## config.mk

```make
export PLATFORM = sky130hd
export DESIGN_NAME = struct_format_string_parser_unit
export DESIGN_NICKNAME = d
export VERILOG_FILES = /design/src/rtl/sfsp_pkg.sv /design/src/rtl/sfsp_front.sv /design/src/rtl/sfsp_queue.sv /design/src/rtl/sfsp_back.sv /design/src/rtl/struct_format_string_parser_unit.sv
export SDC_FILE = /design/constraint.sdc
export NUM_CORES = 1
export LEC_CHECK = 0
export BUFFER_PORTS_ARGS = -buffer_cell sky130_fd_sc_hd__buf_4
export CORE_MARGIN = 5
export CORE_UTILIZATION = 35
export CTS_BUF_LIST = sky130_fd_sc_hd__clkbuf_2 sky130_fd_sc_hd__clkbuf_4 sky130_fd_sc_hd__clkbuf_8
export DETAILED_ROUTE_END_ITERATION = 8
export MAX_ROUTING_LAYER = met4
export PLACE_DENSITY_LB_ADDON = 0.25
export SLEW_MARGIN = 10
export SYNTH_ARGS = -nofsm -noshare
export SYNTH_HDL_FRONTEND = slang
export SYNTH_SLANG_ARGS = --single-unit
```

## constraint.sdc

```tcl
create_clock -name clk -period 7.5 [get_ports clk]
set_input_delay 1.125 -clock clk [delete_from_list [all_inputs] [get_ports clk]]
set_output_delay 1.125 -clock clk [all_outputs]
set_load 0.005 [all_outputs]
```

## src/rtl/sfsp_pkg.sv

```systemverilog
package sfsp_pkg;

	// item kinds after classification
	localparam logic [2:0] KIND_NONE   = 3'd0;
	localparam logic [2:0] KIND_PREFIX = 3'd1;
	localparam logic [2:0] KIND_SPACE  = 3'd2;
	localparam logic [2:0] KIND_DIGIT  = 3'd3;
	localparam logic [2:0] KIND_DOUBLE = 3'd4;
	localparam logic [2:0] KIND_OTHER  = 3'd5;

	// byte order codes
	localparam logic [1:0] ORD_NATIVE = 2'd0;
	localparam logic [1:0] ORD_LITTLE = 2'd1;
	localparam logic [1:0] ORD_BIG    = 2'd2;

	// status codes
	localparam logic [1:0] ERR_NONE  = 2'd0;
	localparam logic [1:0] ERR_SPACE = 2'd1;
	localparam logic [1:0] ERR_LONG  = 2'd2;
	localparam logic [1:0] ERR_CHAR  = 2'd3;

	// characters of interest
	localparam logic [7:0] CH_LT    = 8'h3c;
	localparam logic [7:0] CH_GT    = 8'h3e;
	localparam logic [7:0] CH_BANG  = 8'h21;
	localparam logic [7:0] CH_EQ    = 8'h3d;
	localparam logic [7:0] CH_AT    = 8'h40;
	localparam logic [7:0] CH_D     = 8'h64;
	localparam logic [7:0] CH_ZERO  = 8'h30;
	localparam logic [7:0] CH_NINE  = 8'h39;
	localparam logic [7:0] CH_TAB   = 8'h09;
	localparam logic [7:0] CH_CR    = 8'h0d;
	localparam logic [7:0] CH_SPACE = 8'h20;

	// result field widths
	localparam int STATUS_W = 2;
	localparam int ORDER_W  = 2;
	localparam int COUNT_W  = 63;
	localparam int OUT_W    = 136;

	// depth of the queue between front and back
	localparam int QUEUE_DEPTH = 2;

	// classified item handed from front to back
	typedef struct packed {
		logic [2:0] kind;
		logic [1:0] ord;
		logic [3:0] digit;
		logic       last;
	} item_t;

endpackage

```

## src/rtl/sfsp_front.sv

```systemverilog
module sfsp_front (
	input  logic                clk,
	input  logic                arst_n,
	input  logic                in_valid,
	input  logic [7:0]          in_char,
	input  logic                in_has,
	input  logic                in_last,
	input  logic                push_ready,
	output logic                push_valid,
	output sfsp_pkg::item_t     push_item
);

	logic first_q;
	logic accept;

	assign accept     = in_valid && push_ready;
	assign push_valid = in_valid;

	// track whether the next character opens the string
	always_ff @(posedge clk or negedge arst_n) begin
		if (!arst_n) begin
			first_q <= 1'b1;
		end else if (accept) begin
			if (in_last) begin
				first_q <= 1'b1;
			end else if (in_has) begin
				first_q <= 1'b0;
			end
		end
	end

	// classify the character
	always_comb begin
		push_item.kind  = sfsp_pkg::KIND_OTHER;
		push_item.ord   = sfsp_pkg::ORD_NATIVE;
		push_item.digit = 4'(in_char - sfsp_pkg::CH_ZERO);
		push_item.last  = in_last;
		if (!in_has) begin
			push_item.kind = sfsp_pkg::KIND_NONE;
		end else if (first_q && (in_char == sfsp_pkg::CH_LT)) begin
			push_item.kind = sfsp_pkg::KIND_PREFIX;
			push_item.ord  = sfsp_pkg::ORD_LITTLE;
		end else if (first_q && ((in_char == sfsp_pkg::CH_GT) ||
				(in_char == sfsp_pkg::CH_BANG))) begin
			push_item.kind = sfsp_pkg::KIND_PREFIX;
			push_item.ord  = sfsp_pkg::ORD_BIG;
		end else if (first_q && ((in_char == sfsp_pkg::CH_EQ) ||
				(in_char == sfsp_pkg::CH_AT))) begin
			push_item.kind = sfsp_pkg::KIND_PREFIX;
			push_item.ord  = sfsp_pkg::ORD_NATIVE;
		end else if (in_char inside {[sfsp_pkg::CH_TAB:sfsp_pkg::CH_CR],
				sfsp_pkg::CH_SPACE}) begin
			push_item.kind = sfsp_pkg::KIND_SPACE;
		end else if (in_char inside {[sfsp_pkg::CH_ZERO:sfsp_pkg::CH_NINE]}) begin
			push_item.kind = sfsp_pkg::KIND_DIGIT;
		end else if (in_char == sfsp_pkg::CH_D) begin
			push_item.kind = sfsp_pkg::KIND_DOUBLE;
		end
	end

endmodule

```

## src/rtl/sfsp_queue.sv

```systemverilog
module sfsp_queue (
	input  logic            clk,
	input  logic            arst_n,
	input  logic            push_valid,
	input  sfsp_pkg::item_t push_item,
	output logic            push_ready,
	output logic            pop_valid,
	output sfsp_pkg::item_t pop_item,
	input  logic            pop_ready
);

	localparam int PTR_W = (sfsp_pkg::QUEUE_DEPTH > 1) ? $clog2(sfsp_pkg::QUEUE_DEPTH) : 1;
	localparam int CNT_W = $clog2(sfsp_pkg::QUEUE_DEPTH + 1);

	sfsp_pkg::item_t  entry_q [sfsp_pkg::QUEUE_DEPTH];
	logic [PTR_W-1:0] wr_ptr_q;
	logic [PTR_W-1:0] rd_ptr_q;
	logic [CNT_W-1:0] count_q;
	logic             push;
	logic             pop;

	assign push_ready = (count_q != CNT_W'(sfsp_pkg::QUEUE_DEPTH));
	assign pop_valid  = (count_q != '0);
	assign pop_item   = entry_q[rd_ptr_q];
	assign push       = push_valid && push_ready;
	assign pop        = pop_valid && pop_ready;

	// pointers and fill count
	always_ff @(posedge clk or negedge arst_n) begin
		if (!arst_n) begin
			wr_ptr_q <= '0;
			rd_ptr_q <= '0;
			count_q  <= '0;
		end else begin
			if (push) begin
				wr_ptr_q <= (wr_ptr_q == PTR_W'(sfsp_pkg::QUEUE_DEPTH - 1)) ?
					'0 : wr_ptr_q + PTR_W'(1);
			end
			if (pop) begin
				rd_ptr_q <= (rd_ptr_q == PTR_W'(sfsp_pkg::QUEUE_DEPTH - 1)) ?
					'0 : rd_ptr_q + PTR_W'(1);
			end
			if (push && !pop) begin
				count_q <= count_q + CNT_W'(1);
			end else if (pop && !push) begin
				count_q <= count_q - CNT_W'(1);
			end
		end
	end

	// entry storage
	always_ff @(posedge clk) begin
		if (push) begin
			entry_q[wr_ptr_q] <= push_item;
		end
	end

endmodule

```

## src/rtl/sfsp_back.sv

```systemverilog
module sfsp_back #(
	parameter int LIMIT_BITS = 63
) (
	input  logic                       clk,
	input  logic                       arst_n,
	input  logic                       pop_valid,
	input  sfsp_pkg::item_t            pop_item,
	output logic                       pop_ready,
	output logic                       out_valid,
	output logic [sfsp_pkg::OUT_W-1:0] out_data,
	input  logic                       out_ready
);

	localparam int LB = LIMIT_BITS;

	logic [1:0]    order_q;
	logic [LB-1:0] pend_q;
	logic          given_q;
	logic [LB-1:0] items_q;
	logic [LB-1:0] bytes_q;
	logic [1:0]    err_q;

	logic [1:0]    order_nx;
	logic [LB-1:0] pend_nx;
	logic          given_nx;
	logic [LB-1:0] items_nx;
	logic [LB-1:0] bytes_nx;
	logic [1:0]    err_nx;

	logic                       valid_q;
	logic [sfsp_pkg::OUT_W-1:0] data_q;
	logic [sfsp_pkg::OUT_W-1:0] result;

	logic          take;
	logic [LB+3:0] pend_wide;
	logic [LB+3:0] dig_sum;
	logic [LB-1:0] n;
	logic [LB-1:0] n8;
	logic [LB:0]   bsum;
	logic [LB:0]   isum;
	logic          d_ovf;

	assign take      = pop_valid && (!pop_item.last || !valid_q || out_ready);
	assign pop_ready = take;
	assign out_valid = valid_q;
	assign out_data  = data_q;

	// repeat count times ten plus digit, checked against the limit
	assign pend_wide = {4'b0, pend_q};
	assign dig_sum   = (pend_wide << 3) + (pend_wide << 1) + (LB+4)'(pop_item.digit);

	// totals after one more double group
	assign n     = given_q ? pend_q : LB'(1);
	assign n8    = {n[LB-4:0], 3'b0};
	assign bsum  = {1'b0, bytes_q} + {1'b0, n8};
	assign isum  = {1'b0, items_q} + {1'b0, n};
	assign d_ovf = (n[LB-1:LB-3] != 3'b0) || bsum[LB] || isum[LB];

	// next parse state
	always_comb begin
		order_nx = order_q;
		pend_nx  = pend_q;
		given_nx = given_q;
		items_nx = items_q;
		bytes_nx = bytes_q;
		err_nx   = err_q;
		if (err_q == sfsp_pkg::ERR_NONE) begin
			case (pop_item.kind)
				sfsp_pkg::KIND_NONE: begin
				end
				sfsp_pkg::KIND_PREFIX: begin
					order_nx = pop_item.ord;
				end
				sfsp_pkg::KIND_SPACE: begin
					if (given_q) begin
						err_nx = sfsp_pkg::ERR_SPACE;
					end
				end
				sfsp_pkg::KIND_DIGIT: begin
					if (dig_sum[LB+3:LB] != 4'b0) begin
						err_nx = sfsp_pkg::ERR_LONG;
					end else begin
						pend_nx  = dig_sum[LB-1:0];
						given_nx = 1'b1;
					end
				end
				sfsp_pkg::KIND_DOUBLE: begin
					if (d_ovf) begin
						err_nx = sfsp_pkg::ERR_LONG;
					end else begin
						bytes_nx = bsum[LB-1:0];
						items_nx = isum[LB-1:0];
						pend_nx  = '0;
						given_nx = 1'b0;
					end
				end
				default: begin
					err_nx = sfsp_pkg::ERR_CHAR;
				end
			endcase
		end
	end

	// result item from the state after this character
	always_comb begin
		result = '0;
		result[1:0] = err_nx;
		if (err_nx == sfsp_pkg::ERR_NONE) begin
			result[3:2]   = order_nx;
			result[66:4]  = sfsp_pkg::COUNT_W'(items_nx);
			result[129:67] = sfsp_pkg::COUNT_W'(bytes_nx);
		end
	end

	// parse state, back to initial after the last item
	always_ff @(posedge clk or negedge arst_n) begin
		if (!arst_n) begin
			order_q <= sfsp_pkg::ORD_NATIVE;
			pend_q  <= '0;
			given_q <= 1'b0;
			items_q <= '0;
			bytes_q <= '0;
			err_q   <= sfsp_pkg::ERR_NONE;
		end else if (take) begin
			if (pop_item.last) begin
				order_q <= sfsp_pkg::ORD_NATIVE;
				pend_q  <= '0;
				given_q <= 1'b0;
				items_q <= '0;
				bytes_q <= '0;
				err_q   <= sfsp_pkg::ERR_NONE;
			end else begin
				order_q <= order_nx;
				pend_q  <= pend_nx;
				given_q <= given_nx;
				items_q <= items_nx;
				bytes_q <= bytes_nx;
				err_q   <= err_nx;
			end
		end
	end

	// output register
	always_ff @(posedge clk or negedge arst_n) begin
		if (!arst_n) begin
			valid_q <= 1'b0;
		end else if (take && pop_item.last) begin
			valid_q <= 1'b1;
		end else if (out_ready) begin
			valid_q <= 1'b0;
		end
	end

	always_ff @(posedge clk) begin
		if (take && pop_item.last) begin
			data_q <= result;
		end
	end

endmodule

```

## src/rtl/struct_format_string_parser_unit.sv

```systemverilog
// a last item passes the queue entry register and then the output register before its result item shows on m_tvalid
// throughput: one format character per cycle; the back end updates its parse state as each item is taken
// a result waiting in the output register holds back only a following last item
// reset: arst_n low clears the queue, the parse state and the output register at once
module struct_format_string_parser_unit #(
	parameter int LIMIT_BITS = 63
) (
	input  logic                       clk,
	input  logic                       arst_n,
	input  logic                       s_tvalid,
	output logic                       s_tready,
	input  logic [7:0]                 s_tdata,  // character
	input  logic [0:0]                 s_tuser,  // has_char
	input  logic                       s_tlast,  // last_char
	output logic                       m_tvalid,
	input  logic                       m_tready,
	// status, order of bytes, number of doubles, packed size, zero fill
	output logic [sfsp_pkg::OUT_W-1:0] m_tdata
);

	logic            push_valid;
	logic            push_ready;
	sfsp_pkg::item_t push_item;
	logic            pop_valid;
	logic            pop_ready;
	sfsp_pkg::item_t pop_item;

	assign s_tready = push_ready;

	// character classification
	sfsp_front u_front (
		.clk        (clk),
		.arst_n     (arst_n),
		.in_valid   (s_tvalid),
		.in_char    (s_tdata),
		.in_has     (s_tuser[0]),
		.in_last    (s_tlast),
		.push_ready (push_ready),
		.push_valid (push_valid),
		.push_item  (push_item)
	);

	// decoupling queue
	sfsp_queue u_queue (
		.clk        (clk),
		.arst_n     (arst_n),
		.push_valid (push_valid),
		.push_item  (push_item),
		.push_ready (push_ready),
		.pop_valid  (pop_valid),
		.pop_item   (pop_item),
		.pop_ready  (pop_ready)
	);

	// count and size accumulation
	sfsp_back #(
		.LIMIT_BITS (LIMIT_BITS)
	) u_back (
		.clk       (clk),
		.arst_n    (arst_n),
		.pop_valid (pop_valid),
		.pop_item  (pop_item),
		.pop_ready (pop_ready),
		.out_valid (m_tvalid),
		.out_data  (m_tdata),
		.out_ready (m_tready)
	);

endmodule

```

==> results.md <==
* Status: finished clean
* Psw at 2.366 mW
* Unrepaired setup endpoints after global routing: false
* HP Class: primary input to asynchronous set/reset pin
* Most common cell on crit path: a21oi_1
* Worst Path Required at 8000 ps
* Arr. time, crit path at 6580 ps
* First-pass GRT wire length at 130900 µm
* # DRC at 0
* Drt via density at 5.672
* Leakage at 13.18 nW
* Crit share post-route at 81.15%
* H-tree Lvls at 2
* Die Width at 283.2 µm
* Drt wl/cell at 21.10 µm
* Final min period at 6086 ps
* Final Skew at 28.80 ps
* Sum of buffers and inverters on the critical path at 1
* Clk_lat worst skew at 690 ps
* Synth warn at 0
* # Post-CTS Setup Buffers at 0
* Setup-failing EPs final at 0
* VDD IR-drop max at 0.2260 mV
* Worst path max stage delay at 860 ps
* CP max-delay cell: o41ai_1
* Comb pwr share at 28.7%
* Max-cap check violation count at 0
* Largest net degree at the start of global routing at 112
* Die height at 283.2 µm
* EDFF count, synth at 147
* Routed wl met3 at 4406 µm
* Synth Area per Inst at 9.064 µm²
* Crit Path Category: flop to flop
* Ports at 152
* Fin Setup TNS at 0 ps
* Layout Area Growth over Synthesis at 11.81%
* Register share of total power at 40.4%
* DRT Pass-1 Iters at 6
* Core area at 74200 µm²
* Pwr dens at 222.9 nW/µm²
* Fin. Hold Viols at 0
* Clock sink count at 344
* R2r startpoint: u_queue.rd_ptr_q$_DFFE_PN0P_
* Final core utilization at 39.36%
* Distinct cells, synth at 97
* Final ANT Viol Nets at 0
* Met2 WL post-DR at 37510 µm
* Crit end category: flop
* HPWL Detailed at 63410 µm
* Top Layer Used: met4
* Syn Inst Count at 2882
* Fillers at 7477
* Hold buffer count at cts at 0
* Root Driver: clkbuf_8
* P_int at 4.145 mW
* FF+latch count, synth at 344
* Via count at 22530
* Seq/Total Area, Yosys at 35.78%
* Post-cts sizing count at 0
* Mapped Area at 26120 µm²
* Max frequency at 0.1643 GHz
* R2r setup slk at 1410 ps
* Nets at 3216
* Total GRT Usage at 20.64%
* Initial Util at 35.21%
* Total congestion overflow at 0
* Primary FF master, synth: dfrtp_1
* Net Sw Frac at 36.34%
* Max Root-Sink Buffers at 3
* Critical Path Fanout Max at 72
* FF-to-FF path depth at 15
* Row count at 100
* Fin. max-slew vios at 0
* GPL Wtd Cong at 1.012
* Share of layout cells above drive strength 1 at 12.66%
* Asr flop ratio synth at 57.27%
* PortBufs at 142
* Vias in the first global route at 22250
* Cell family with the largest share of critical-path delay: compound AO/OA/AOI/OAI gates
* Worst hold slack at 488.6 ps
* DRT met1 WL at 40070 µm
* Slew margin rel. at 34.49%
* TritonCTS clock tree: built
* Iter 0 DRT Violations at 1985
* Worst-margin pin slew at 980.3 ps
* Crit path cell chain: mux2i_1, fa_1, fa_1, nor2b_1, o31ai_2, a21oi_1, a211oi_1, o41ai_1, a21oi_1, xor2_1, nand3_2, o21ai_1, nand2_4, buf_4, a21oi_1
* Die area at 80200 µm²
* Final Total Pwr at 6.511 mW
* Number of CTS-inserted buffers at 61
* Clock transition at the registers of the reported paths at 60 ps
* Wirelength, routed at 83810 µm
* Initial antenna violation count at 3
* Clock share of power at 30.9%
* Startpoint types: flop
* Worst reg2reg path endpoint: u_back.out_data[59]$_SDFFCE_PP0P_
[how the worst max path moves through the flow]
stage,start,end,slack [ps],depth (start not counted)
after global placement,u_queue.rd_ptr_q$_DFFE_PN0P_,u_back.out_data[54]$_SDFFCE_PP0P_,1530,15
final,u_queue.rd_ptr_q$_DFFE_PN0P_,u_back.out_data[59]$_SDFFCE_PP0P_,1410,15
after CTS,u_queue.rd_ptr_q$_DFFE_PN0P_,u_back.out_data[59]$_SDFFCE_PP0P_,1400,15
after detailed placement,u_queue.rd_ptr_q$_DFFE_PN0P_,u_back.out_data[54]$_SDFFCE_PP0P_,1420,15
after global routing,u_queue.rd_ptr_q$_DFFE_PN0P_,u_back.out_data[59]$_SDFFCE_PP0P_,1060,15
after floorplan,u_queue.rd_ptr_q$_DFFE_PN0P_,u_back.err_q[1]$_DFFE_PN0P_,1690,8
[layer usage]
metal,GRT usage (%),vias to the layer above
met5,-,-
met4,4.427,0
met3,2.862,133
met2,31.96,672
met1,29.04,10940
li1,-,10790
[cell usage after synthesis (7+ instances only)]
master,n,area share (%)
xor2_1,67,2.2
xnor2_1,112,3.8
inv_1,50,0.72
a21o_1,99,2.8
o21a_1,30,0.86
nor4_1,11,0.26
mux2i_1,13,0.50
a22o_2,45,1.7
a211oi_1,32,0.92
nand4_1,35,0.84
nor2b_1,18,0.43
a41oi_1,9,0.30
or3_1,11,0.26
o31ai_1,11,0.32
dfrtp_1,196,19
o31a_1,9,0.30
buf_4,15,0.43
nand3_1,60,1.1
edfxtp_1,147,17
a22o_1,99,3.3
ha_1,249,12
o211ai_1,19,0.55
o21ai_1,7,0.13
a21oi_1,318,6.1
and3_1,14,0.34
o21ai_0,152,2.9
a211o_1,8,0.27
clkbuf_1,90,1.3
nand2_1,352,5.1
o2bb2ai_1,14,0.47
nor2_1,203,2.9
or2_2,12,0.29
nand2b_1,14,0.34
and2_1,78,1.9
o21bai_1,35,1.0
nor3_1,39,0.75
buf_6,13,0.56
a31oi_1,21,0.50
buf_2,46,0.88
[stage by stage]
step,instance area [µm²],worst slack [ps],instances
final,29210,1414,3972
after global routing,29210,1060,3972
after CTS,29200,1402,3971
after detailed placement,27800,1422,3855
after global placement,27800,1526,3855
after floorplan,26150,1691,2890
[worst reg2reg max path, cell delays in order, from the launching register on]
cell	delay, ps
dfrtp_1	730
mux2i_1	420
fa_1	520
fa_1	470
nor2b_1	210
o31ai_2	110
a21oi_1	300
a211oi_1	210
o41ai_1	860
a21oi_1	170
xor2_1	200
nand3_2	170
o21ai_1	290
nand2_4	490
buf_4	480
a21oi_1	270
[power groups by stage]
stage,Combinational (mW),Clock [mW],Sequential [mW]
2_1_floorplan,1.03,0,2.62
3_3_place_gp,1.88,0,2.66
3_5_place_dp,1.91,0,2.66
4_1_cts,1.91,2.08,2.63
5_1_grt,2.03,2.15,2.66
6_report,1.87,2.01,2.63
[cell type report]
class	count	area (µm²)	share of cell area (%)
diodes	1	2.502	0.008568
well taps	969	1212	4.151
flip-flops and latches	344	9345	32.00
repair buffers	162	1247	4.271
clock inverters	23	256.5	0.8782
multi-input cells	2330	15810	54.14
inverters	50	187.7	0.6426
clock buffers	93	1142	3.911
[logic make-up (layout without fill, tap and decap cells)]
kind of cell | Yosys count | count (layout) | share of synthesized area [%]
xor gates and xnor gates | 179 | 179 | 6.002
buffers and inverters | 216 | 328 | 3.913
DFF | 344 | 344 | 35.78
adders and majority gates | 253 | 253 | 12.23
muxes | 19 | 19 | 0.7568
and+or+nand+nor | 879 | 879 | 15.60
AOI/OAI and AO/OA | 991 | 991 | 25.70
other | 1 | 10 | 0.01436
[registers in the layout, indices dropped and copies added, names as in the netlist]
name and count:
u_back.err_q 2, u_back.out_valid 1, u_back.bytes_q 60, u_queue.count_q 2, u_queue.rd_ptr_q 1, u_back.items_q 63, u_back.order_q 2, u_front.first_q 1
u_back.pend_q 63, u_back.out_data 127, u_queue.entry_q 20, u_queue.wr_ptr_q 1, u_back.given_q 1
[placed cells by master, fill, tap and decap left out, types with 72 or more instances in the layout]
cell      netlist  final
dfrtp_1       196    196
nor2_1        203    201
a21oi_1       318    318
o21ai_0       152    152
edfxtp_1      147    147
a22o_1         99     99
ha_1          249    249
and2_1         78     78
buf_4          15    159
xnor2_1       112    112
clkbuf_8        0     72
a21o_1         99     99
nand2_1       352    352
No activity file was read; power rests on OpenSTA's default activity.
